## config.mk

```make
export PLATFORM = sky130hd
export DESIGN_NAME = pixel_mask_with_opening_unit
export DESIGN_NICKNAME = d
export VERILOG_FILES = /design/src/pmo_pkg.sv /design/src/pixel_mask_with_opening_unit.sv /design/src/pmo_raw_mask.sv /design/src/pmo_morph.sv /design/src/pmo_out_fifo.sv
export SDC_FILE = /design/constraint.sdc
export NUM_CORES = 2
export LEC_CHECK = 0
export ABC_AREA = 0
export BUFFER_PORTS_ARGS = -buffer_cell sky130_fd_sc_hd__buf_4
export CORE_MARGIN = 4
export CORE_UTILIZATION = 55
export DETAILED_ROUTE_END_ITERATION = 10
export PLACE_DENSITY = 0.71
export SKIP_LAST_GASP = 1
export SLEW_MARGIN = 25
export SYNTH_ARGS = -nofsm -noshare
export SYNTH_HDL_FRONTEND = slang
export SYNTH_SLANG_ARGS = --single-unit
```

## constraint.sdc

```tcl
create_clock -name clock -period 22.6 [get_ports clock]
set_input_delay 4.52 -clock clock [delete_from_list [all_inputs] [get_ports clock]]
set_output_delay 4.52 -clock clock [all_outputs]
set_load 0.01 [all_outputs]
```

## src/pmo_pkg.sv

```systemverilog
// Shared types, constants and the gray conversion for the opened pixel mask.
// Used by every module of pixel_mask_with_opening_unit; depends on nothing.
package pmo_pkg;

   localparam int MaxWidth  = 256;
   localparam int MaxHeight = 256;
   localparam int ColBits   = $clog2(MaxWidth);
   localparam int DimBits   = $clog2(MaxHeight) + 1;
   localparam int RowBits   = $clog2(MaxHeight + 2) + 1;
   localparam int CsrBits   = 9;
   localparam int CsrIdxBits = 3;
   localparam int FifoDepth = 4;
   localparam int FifoPtrBits = $clog2(FifoDepth);
   localparam int FifoCntBits = $clog2(FifoDepth) + 1;

   localparam logic [DimBits-1:0] WidthReset  = DimBits'(206);
   localparam logic [DimBits-1:0] HeightReset = DimBits'(156);
   localparam logic [7:0]         DiffReset   = 8'd5;
   localparam logic [7:0]         BrightReset = 8'd200;

   localparam logic [22:0] WeightRed   = 23'd4899;
   localparam logic [22:0] WeightGreen = 23'd9617;
   localparam logic [22:0] WeightBlue  = 23'd1868;
   localparam logic [22:0] GrayRound   = 23'd8192;

   typedef enum logic [CsrIdxBits-1:0] {
      RegWidth  = 3'd0,
      RegHeight = 3'd1,
      RegMode   = 3'd2,
      RegDiff   = 3'd3,
      RegBright = 3'd4
   } pmo_reg_type;

   typedef enum logic [1:0] {
      ModeDrop   = 2'd0,
      ModeBright = 2'd1,
      ModeGated  = 2'd2
   } pmo_mode_type;

   typedef struct packed {
      logic [7:0] cur_red;
      logic [7:0] cur_green;
      logic [7:0] cur_blue;
      logic [7:0] prev_red;
      logic [7:0] prev_green;
      logic [7:0] prev_blue;
      logic       motion_gate;
   } pmo_pixel_type;

   typedef struct packed {
      logic               vld;
      logic [RowBits-1:0] row;
      logic [ColBits-1:0] col;
      logic [ColBits-1:0] nxt;
   } pmo_pos_type;

   typedef struct packed {
      logic raw_up;
      logic raw_lo;
      logic ero_up;
      logic ero_lo;
   } pmo_entry_type;

   typedef struct packed {
      logic               vld;
      logic               mask_on;
      logic [7:0]         out_row;
      logic [7:0]         out_col;
      logic               frame_last;
   } pmo_result_type;

   function automatic logic [7:0] pmo_gray(input logic [7:0] r, input logic [7:0] g,
                                          input logic [7:0] b);
      logic [22:0] sum;
      sum = 23'(r) * WeightRed + 23'(g) * WeightGreen + 23'(b) * WeightBlue + GrayRound;
      return sum[21:14];
   endfunction

endpackage

```

## src/pixel_mask_with_opening_unit.sv

```systemverilog
// Opened pixel mask: one request per clock while req_tready is high, raw mask,
// erosion and dilation with a 3x3 cross through a two-row line memory, result two
// rows behind the input. Depends on pmo_pkg, pmo_raw_mask, pmo_morph and pmo_out_fifo.
//
// While req_tready is high the block takes one pixel request every clock and returns
// the opened mask bit of the pixel two rows above it, in raster order; the first two
// rows of a frame give no response and two rows of pad requests flush the last two.
// The rate is set by the single line memory, which is read and written once per
// clock with a forwarding path between the two. Pad requests within the image rows
// are dropped. Configure only while idle.
module pixel_mask_with_opening_unit (
   input  logic        clock,
   input  logic        reset,
   input  logic        req_tvalid,
   output logic        req_tready,
   // cur_red, cur_green, cur_blue, prev_red, prev_green, prev_blue, motion_gate, zero fill
   input  logic [55:0] req_tdata,
   // is_pad
   input  logic        req_tuser,
   output logic        rsp_tvalid,
   input  logic        rsp_tready,
   // mask_on, out_row, out_col, zero fill
   output logic [23:0] rsp_tdata,
   output logic        rsp_tlast,
   input  logic                              csr_we,
   input  logic [pmo_pkg::CsrIdxBits-1:0]    csr_index,
   input  logic [pmo_pkg::CsrBits-1:0]       csr_wdata
);
   import pmo_pkg::*;

   logic [DimBits-1:0] width_ff;
   logic [DimBits-1:0] height_ff;
   logic [1:0]         mode_ff;
   logic [7:0]         diff_ff;
   logic [7:0]         bright_ff;

   logic [RowBits-1:0] row_ff;
   logic [RowBits-1:0] row_in;
   logic [ColBits-1:0] col_ff;
   logic [ColBits-1:0] col_in;

   pmo_pos_type   s1_ff;
   pmo_pos_type   s1_in;
   pmo_pixel_type pix_ff;
   pmo_pixel_type pix_in;

   logic [DimBits-1:0] width;
   logic [DimBits-1:0] height;
   logic [RowBits-1:0] rows_total;
   logic [RowBits-1:0] row_eff;
   logic [ColBits-1:0] col_eff;
   logic [DimBits-1:0] col_next;
   logic [RowBits-1:0] row_next;
   logic               accept;
   logic               in_frame_eff;
   logic               s1_in_frame;
   logic               s1_raw;
   logic               s2_busy;
   logic [FifoCntBits-1:0] fifo_cnt;
   logic [FifoCntBits-1:0] occupancy;
   pmo_result_type     result;
   pmo_result_type     head;

   always_comb begin
      width = width_ff;
      if (width_ff == '0) width = DimBits'(1);
      else if (width_ff > DimBits'(MaxWidth)) width = DimBits'(MaxWidth);
      height = height_ff;
      if (height_ff == '0) height = DimBits'(1);
      else if (height_ff > DimBits'(MaxHeight)) height = DimBits'(MaxHeight);
      rows_total = RowBits'(height) + RowBits'(2);

      occupancy  = fifo_cnt + FifoCntBits'(s1_ff.vld) + FifoCntBits'(s2_busy);
      req_tready = occupancy < FifoCntBits'(FifoDepth);
      accept     = req_tvalid && req_tready;

      // restart the frame when the position lies outside it
      row_eff = row_ff;
      col_eff = col_ff;
      if (({1'b0, col_ff} >= width) || (row_ff >= rows_total)) begin
         row_eff = '0;
         col_eff = '0;
      end
      in_frame_eff = row_eff < RowBits'(height);

      col_next = {1'b0, col_eff} + 1'b1;
      row_next = row_eff + 1'b1;

      s1_in.vld = accept && !(in_frame_eff && req_tuser);
      s1_in.row = row_eff;
      s1_in.col = col_eff;
      s1_in.nxt = (col_next < width) ? col_next[ColBits-1:0] : '0;

      row_in = row_eff;
      col_in = col_eff;
      if (s1_in.vld) begin
         if (col_next < width) begin
            col_in = col_next[ColBits-1:0];
         end else begin
            col_in = '0;
            row_in = (row_next >= rows_total) ? '0 : row_next;
         end
      end

      pix_in.cur_red     = req_tdata[7:0];
      pix_in.cur_green   = req_tdata[15:8];
      pix_in.cur_blue    = req_tdata[23:16];
      pix_in.prev_red    = req_tdata[31:24];
      pix_in.prev_green  = req_tdata[39:32];
      pix_in.prev_blue   = req_tdata[47:40];
      pix_in.motion_gate = req_tdata[48];

      s1_in_frame = s1_ff.row < RowBits'(height);
   end

   always_ff @(posedge clock) begin
      if (reset) begin
         width_ff  <= WidthReset;
         height_ff <= HeightReset;
         mode_ff   <= 2'(ModeDrop);
         diff_ff   <= DiffReset;
         bright_ff <= BrightReset;
      end else if (csr_we) begin
         case (pmo_reg_type'(csr_index))
            RegWidth:  width_ff  <= csr_wdata[DimBits-1:0];
            RegHeight: height_ff <= csr_wdata[DimBits-1:0];
            RegMode:   mode_ff   <= csr_wdata[1:0];
            RegDiff:   diff_ff   <= csr_wdata[7:0];
            RegBright: bright_ff <= csr_wdata[7:0];
            default: begin
            end
         endcase
      end
   end

   always_ff @(posedge clock) begin
      if (reset) begin
         row_ff    <= '0;
         col_ff    <= '0;
         s1_ff.vld <= 1'b0;
      end else begin
         if (accept) begin
            row_ff <= row_in;
            col_ff <= col_in;
         end
         s1_ff.vld <= s1_in.vld;
      end
      s1_ff.row <= s1_in.row;
      s1_ff.col <= s1_in.col;
      s1_ff.nxt <= s1_in.nxt;
   end

   always_ff @(posedge clock) begin
      pix_ff <= pix_in;
   end

   pmo_raw_mask u_raw (
      .pixel            (pix_ff),
      .in_frame         (s1_in_frame),
      .mask_mode        (mode_ff),
      .diff_threshold   (diff_ff),
      .bright_threshold (bright_ff),
      .raw              (s1_raw)
   );

   pmo_morph u_morph (
      .clock   (clock),
      .reset   (reset),
      .s1      (s1_ff),
      .s1_raw  (s1_raw),
      .width   (width),
      .height  (height),
      .s2_busy (s2_busy),
      .result  (result)
   );

   pmo_out_fifo u_fifo (
      .clock     (clock),
      .reset     (reset),
      .push      (result),
      .pop_ready (rsp_tready),
      .pop_valid (rsp_tvalid),
      .head      (head),
      .count     (fifo_cnt)
   );

   assign rsp_tdata = {7'd0, head.out_col, head.out_row, head.mask_on};
   assign rsp_tlast = head.frame_last;

endmodule

```

## src/pmo_raw_mask.sv

```systemverilog
// Raw mask bit of one pixel: gray conversion of both frames and mode select.
// Depends on pmo_pkg.
module pmo_raw_mask (
   input  pmo_pkg::pmo_pixel_type pixel,
   input  logic                   in_frame,
   input  logic [1:0]             mask_mode,
   input  logic [7:0]             diff_threshold,
   input  logic [7:0]             bright_threshold,
   output logic                   raw
);
   import pmo_pkg::*;

   logic [7:0] gray_cur;
   logic [7:0] gray_prev;
   logic [8:0] drop;

   always_comb begin
      gray_cur  = pmo_gray(pixel.cur_red, pixel.cur_green, pixel.cur_blue);
      gray_prev = pmo_gray(pixel.prev_red, pixel.prev_green, pixel.prev_blue);
      drop      = {1'b0, gray_prev} - {1'b0, gray_cur};
      raw       = 1'b0;
      if (in_frame) begin
         case (pmo_mode_type'(mask_mode))
            ModeDrop: begin
               raw = (gray_prev > gray_cur) && (drop[7:0] > diff_threshold);
            end
            ModeBright: begin
               raw = gray_cur > bright_threshold;
            end
            ModeGated: begin
               raw = pixel.motion_gate && (gray_cur > bright_threshold);
            end
            default: begin
               raw = 1'b0;
            end
         endcase
      end
   end

endmodule

```

## src/pmo_morph.sv

```systemverilog
// Line memory with read-modify-write of both mask rows, 3x3 cross erosion and
// dilation of one pixel per cycle. Depends on pmo_pkg.
module pmo_morph (
   input  logic                        clock,
   input  logic                        reset,
   input  pmo_pkg::pmo_pos_type        s1,
   input  logic                        s1_raw,
   input  logic [pmo_pkg::DimBits-1:0] width,
   input  logic [pmo_pkg::DimBits-1:0] height,
   output logic                        s2_busy,
   output pmo_pkg::pmo_result_type     result
);
   import pmo_pkg::*;

   pmo_entry_type line_mem [MaxWidth];

   pmo_pos_type   s2_ff;
   logic          raw_ff;
   pmo_entry_type rd_q_ff;
   logic          fwd_hit_ff;
   pmo_entry_type fwd_data_ff;
   pmo_entry_type ctr_ff;
   pmo_entry_type ctr_in;
   logic          win_raw_ff;
   logic          win_ero_ff;

   pmo_entry_type rgt;
   pmo_entry_type wdata;
   logic          ero;
   logic          dil;
   logic          has_left;
   logic          has_right;
   logic [RowBits-1:0] row_ext_h;
   logic [RowBits-1:0] row_m2;

   always_comb begin
      row_ext_h = RowBits'(height);
      has_left  = s2_ff.col != '0;
      has_right = ({1'b0, s2_ff.col} + 1'b1) < width;
      rgt       = fwd_hit_ff ? fwd_data_ff : rd_q_ff;

      ero = 1'b0;
      if (s2_ff.row >= RowBits'(1) && s2_ff.row <= row_ext_h) begin
         ero = ctr_ff.raw_lo;
         if (s2_ff.row >= RowBits'(2)) ero = ero & ctr_ff.raw_up;
         if (s2_ff.row < row_ext_h) ero = ero & raw_ff;
         if (has_left) ero = ero & win_raw_ff;
         if (has_right) ero = ero & rgt.raw_lo;
      end

      dil = ctr_ff.ero_lo;
      if (s2_ff.row >= RowBits'(3)) dil = dil | ctr_ff.ero_up;
      if (s2_ff.row <= row_ext_h) dil = dil | ero;
      if (has_left) dil = dil | win_ero_ff;
      if (has_right) dil = dil | rgt.ero_lo;

      wdata = '{raw_up: ctr_ff.raw_lo, raw_lo: raw_ff, ero_up: ctr_ff.ero_lo, ero_lo: ero};
      // with a one-pixel row the next center is the entry written right now
      ctr_in = (s2_ff.nxt == s2_ff.col) ? wdata : rgt;

      row_m2              = s2_ff.row - RowBits'(2);
      result.vld          = s2_ff.vld && (s2_ff.row >= RowBits'(2));
      result.mask_on      = dil;
      result.out_row      = row_m2[7:0];
      result.out_col      = s2_ff.col[7:0];
      result.frame_last   = (s2_ff.row == row_ext_h + 1'b1) && !has_right;
      s2_busy             = s2_ff.vld;
   end

   always_ff @(posedge clock) begin
      if (s1.vld) begin
         rd_q_ff <= line_mem[s1.nxt];
      end
      if (s2_ff.vld) begin
         line_mem[s2_ff.col] <= wdata;
      end
   end

   always_ff @(posedge clock) begin
      if (reset) begin
         s2_ff.vld  <= 1'b0;
         win_raw_ff <= 1'b0;
         win_ero_ff <= 1'b0;
      end else begin
         s2_ff.vld <= s1.vld;
         if (s2_ff.vld) begin
            win_raw_ff <= ctr_ff.raw_lo;
            win_ero_ff <= ctr_ff.ero_lo;
         end
      end
      s2_ff.row <= s1.row;
      s2_ff.col <= s1.col;
      s2_ff.nxt <= s1.nxt;
   end

   always_ff @(posedge clock) begin
      raw_ff      <= s1_raw;
      // forward a write that lands on the entry being read in the same cycle
      fwd_hit_ff  <= s2_ff.vld && (s2_ff.col == s1.nxt);
      fwd_data_ff <= wdata;
      if (s2_ff.vld) begin
         ctr_ff <= ctr_in;
      end
   end

endmodule

```

## src/pmo_out_fifo.sv

```systemverilog
// Small result queue between the pipeline and the response channel.
// Depends on pmo_pkg.
module pmo_out_fifo (
   input  logic                            clock,
   input  logic                            reset,
   input  pmo_pkg::pmo_result_type         push,
   input  logic                            pop_ready,
   output logic                            pop_valid,
   output pmo_pkg::pmo_result_type         head,
   output logic [pmo_pkg::FifoCntBits-1:0] count
);
   import pmo_pkg::*;

   pmo_result_type           slot_ff [FifoDepth];
   logic [FifoPtrBits-1:0]   wr_ptr_ff;
   logic [FifoPtrBits-1:0]   rd_ptr_ff;
   logic [FifoCntBits-1:0]   cnt_ff;
   logic                     pop;

   always_comb begin
      pop_valid = cnt_ff != '0;
      head      = slot_ff[rd_ptr_ff];
      pop       = pop_valid && pop_ready;
      count     = cnt_ff;
   end

   always_ff @(posedge clock) begin
      if (push.vld) begin
         slot_ff[wr_ptr_ff] <= push;
      end
   end

   always_ff @(posedge clock) begin
      if (reset) begin
         wr_ptr_ff <= '0;
         rd_ptr_ff <= '0;
         cnt_ff    <= '0;
      end else begin
         if (push.vld) wr_ptr_ff <= wr_ptr_ff + 1'b1;
         if (pop) rd_ptr_ff <= rd_ptr_ff + 1'b1;
         cnt_ff <= cnt_ff + FifoCntBits'(push.vld) - FifoCntBits'(pop);
      end
   end

endmodule

```

==> summary.md <==
| Metric | Value |
|---|---|
| Port Buffer Count | 86 |
| EDFF count, synth | 1,104 |
| Worst Hold Slack | around 0.33 ns |
| Number of antenna violations at the first check in global routing | 1 |
| Final Non-Filler Cells | between 5,000 and 6,000 |
| Congestion Overflow GR | 0 |
| Number of DRC markers in iteration 0 | 2,960 |
| Prevailing post-synth register cell | sky130_fd_sc_hd__edfxtp_1 |
| Maximum clock insertion buffer count | 3 |
| Vertical extent of the die | 343 um |
| TritonCTS Buffers | approximately 130 |
| Critical Path Start | pix_ff[6] |
| Post-DR vias/cell | approximately 5.8 |
| Root cell of the clock tree | sky130_fd_sc_hd__clkbuf_16 |
| Proportion of layout cells with a drive suffix above 1 | between 10% and 20% |
| Post-synthesis sequential area ratio | between 50% and 60% |
| Number of design rule violations left after detail routing | 0 |
| Cell variety after synth | 78 |
| Instance count along the most critical hold path | 0 |
| Number of standard cells after synthesis | 3,960 |
| Setup Skew | between 0.02 and 0.03 ns |
| Achievable Freq | around 99 MHz |
| Post-DRT Antenna Nets | 0 |
| Latest clock arrival within the worst-skew pair | ~0.73 ns |
| CP arrival | 10.69 ns |
| Number of endpoints with negative hold slack in the final report | 0 |
| Finish-stage setup viols | 0 |
| Synth async-reset ratio | 0% |
| Category of cells accounting for the largest share of critical-path delay | adder cells |
| Total via count in the routed design | around 33,000 |
| Area growth from synthesis to layout | 10.8% |
| Wire length of the first global-routing pass | around 200,000 um |
| Total number of clock tree sinks | 1,278 |
| Actual transition at the worst max-transition pin | around 1.0 ns |
| RR Startpoint | pix_ff[6] |
| Endpoint class of the critical path | flip-flop |
| Pin count of the biggest net entering global routing | 260 |
| DPL Wire Length | about 84,000 um |
| Total Wirelength | 130,000 um |
| Overall fraction of global-route tracks in use | a little under a quarter |
| CTS HTree Levels | 4 |
| Setup repair after global routing missed its margin | no |
| Die width | 343 um |
| Crit path time final | a little over 10 ns |
| Wirelength per Cell | between 20 and 25 um |
| Floorplan Core Area | 0.111 sq mm |
| Fraction of the cycle the final worst path needs | 44.7% |
| Placement row count | around 120 |
| Clock tree from TritonCTS | built |
| Setup TNS | 0 ns |
| Destination of the worst register-to-register timing path | u_morph.raw_ff |
| Path depth of the worst reg2reg path | 40 |
| Most frequently used cell type in the post-synthesis netlist | sky130_fd_sc_hd__edfxtp_1 |
| Normalized max-slew margin | about 30% |
| Cell types with the highest counts after synthesis | sky130_fd_sc_hd__edfxtp_1 (1,104), sky130_fd_sc_hd__inv_1 (454), sky130_fd_sc_hd__ha_1 (394), sky130_fd_sc_hd__mux4_2 (358), sky130_fd_sc_hd__nor2_1 (350) |
| WS Path Type | flip-flop to flip-flop |
| Fin. max-slew vios | 0 |
| Hold-fix buffers at CTS | 0 |
| Cell type of the slowest stage on the worst timing path | sky130_fd_sc_hd__fa_1 |
| Net count, final | about 4,700 |
| Delay of the slowest cell on the worst path | about 0.55 ns |
| Startpoint types | flip-flop |
| Cell type with the highest occurrence count on the critical path | sky130_fd_sc_hd__ha_1 |
| Min-Delay Endpoint | u_morph.result[2] |
| Effective utilization at floorplan | between 50% and 60% |
| Register-to-register path setup slack | 12.50 ns |
| Count of buffers added by post-CTS timing repair for setup | 0 |
| Instance count after placement with tap cells included | about 5,400 |
| Endpoint required time on the critical path | 23.19 ns |
| Post-synthesis instance area | 0.0617 sq mm |
| CTS-repair resized insts | 0 |
| First-pass DRT Iterations | 5 |
| Vias in the first global route | between 30,000 and 40,000 |
| Area leader, netlist | sky130_fd_sc_hd__edfxtp_1 |
| Buffers & Inverters on Critical Path | 4 |
| Max Fanout on Critical Path | 6 |
| Worst hold path type | flip-flop to flip-flop |
| Io pins | 101 |
| Post-Syn Area per Cell | 15.6 sq um |
| Register clock-pin slew on the reported worst setup and hold paths | 0.06 ns |
| Largest cells by area after synthesis | sky130_fd_sc_hd__edfxtp_1 (54%), sky130_fd_sc_hd__mux4_2 (13%), sky130_fd_sc_hd__ha_1 (8.0%), sky130_fd_sc_hd__fa_1 (5.7%), sky130_fd_sc_hd__dfxtp_1 (5.6%) |
| Global placer's final weighted congestion | 0.824 |
| Yosys warning total | 0 |
| Die Footprint | 0.118 sq mm |
| Reported max-cap violation count | 0 |
| Yosys top cell area share | 53.7% |
| Flop and latch count out of synthesis | ~1,300 |
| Result of the run | complete, no violations |
| Worst hold path startpoint | s1_ff[9] |
[final cells by class]
cell class	count	area, sq um
antenna	3	7.51
clock buffer	159	3530
clock inverter	79	838
fill	8031	42600
inverter	457	1720
multi-input combinational	2075	22700
sequential	1278	36700
tap	1488	1860
timing repair buffer	125	1060
[kinds of logic after synthesis]
| logic type | count (synthesis) | share of synthesized area [%] |
|---|---|---|
| flops | 1278 | 59.4 |
| simple gates | 751 | 5.44 |
| buf+inv | 614 | 3.84 |
| fa+ha+maj | 571 | 13.7 |
| mux | 368 | 13.2 |
| compound gates | 269 | 2.88 |
| xor+xnor | 107 | 1.54 |
| other cells | 2 | 0.0122 |
[through the flow]
stage | area, sq um | utilization (%) | setup WS (ns)
finish | 68400 | 61.7 | 12.50
global route | 68400 | 61.7 | 11.61
CTS | 68300 | 61.6 | 12.37
detailed placement | 64000 | 57.6 | 12.46
global placement | 63900 | 57.6 | 12.51
floorplan | 61800 | - | 13.55
[sequential cells by signal (all words and copies together) (netlist names), 8 cells and up, named ones only]
register,flops
diff_ff,8
col_ff,8
height_ff,9
u_morph.s2_ff,18
u_morph.line_mem,1024
pix_ff,49
s1_ff,27
u_fifo.slot_ff,72
u_morph.result,8
row_ff,10
bright_ff,8
width_ff,9
[metal layers]
metal	GRT usage, %	up-vias	wire length (um)
li1	-	14905	-
met5	0	-	0
met3	4.52	178	10100
met2	35.1	1141	61100
met4	5.64	0	2820
met1	33.5	16855	56300
[cell usage in the layout, fill, tap and decap left out, types with 10 or more instances in the layout]
cell type | Yosys | final
sky130_fd_sc_hd__nand4_1 | 16 | 16
sky130_fd_sc_hd__fa_1 | 176 | 176
sky130_fd_sc_hd__nor3_1 | 42 | 42
sky130_fd_sc_hd__inv_1 | 454 | 453
sky130_fd_sc_hd__xnor2_1 | 63 | 63
sky130_fd_sc_hd__clkbuf_16 | 0 | 137
sky130_fd_sc_hd__clkinv_2 | 0 | 17
sky130_fd_sc_hd__buf_4 | 7 | 115
sky130_fd_sc_hd__clkbuf_1 | 104 | 20
sky130_fd_sc_hd__and2_1 | 24 | 24
sky130_fd_sc_hd__ha_1 | 394 | 394
sky130_fd_sc_hd__o21a_1 | 15 | 15
sky130_fd_sc_hd__mux4_2 | 358 | 358
sky130_fd_sc_hd__nand2b_1 | 14 | 14
sky130_fd_sc_hd__dfxtp_1 | 174 | 169
sky130_fd_sc_hd__nor4_1 | 12 | 12
sky130_fd_sc_hd__a21oi_1 | 93 | 93
sky130_fd_sc_hd__nor2_1 | 350 | 350
sky130_fd_sc_hd__or2_2 | 10 | 10
sky130_fd_sc_hd__nand3_1 | 52 | 52
sky130_fd_sc_hd__bufinv_16 | 0 | 12
sky130_fd_sc_hd__xor2_1 | 43 | 43
sky130_fd_sc_hd__nor2b_1 | 27 | 27
sky130_fd_sc_hd__edfxtp_1 | 1104 | 1104
sky130_fd_sc_hd__and3_1 | 19 | 19
sky130_fd_sc_hd__a21o_1 | 21 | 21
sky130_fd_sc_hd__nand2_1 | 155 | 155
sky130_fd_sc_hd__o21ai_0 | 40 | 40
sky130_fd_sc_hd__clkinv_1 | 3 | 35
[worst max-delay path by stage]
stage,endpoint,slack [ns],depth (start not counted)
3_3_place_gp,u_morph.raw_ff,12.51,40
4_1_cts,u_morph.raw_ff,12.37,40
3_5_place_dp,u_morph.raw_ff,12.46,40
6_report,u_morph.raw_ff,12.50,40
2_1_floorplan,u_morph.raw_ff,13.55,39
5_1_grt,u_morph.raw_ff,11.61,40
Power is not shown: default switching activity piles up to over one toggle a cycle in this logic, so the estimate is an artifact.
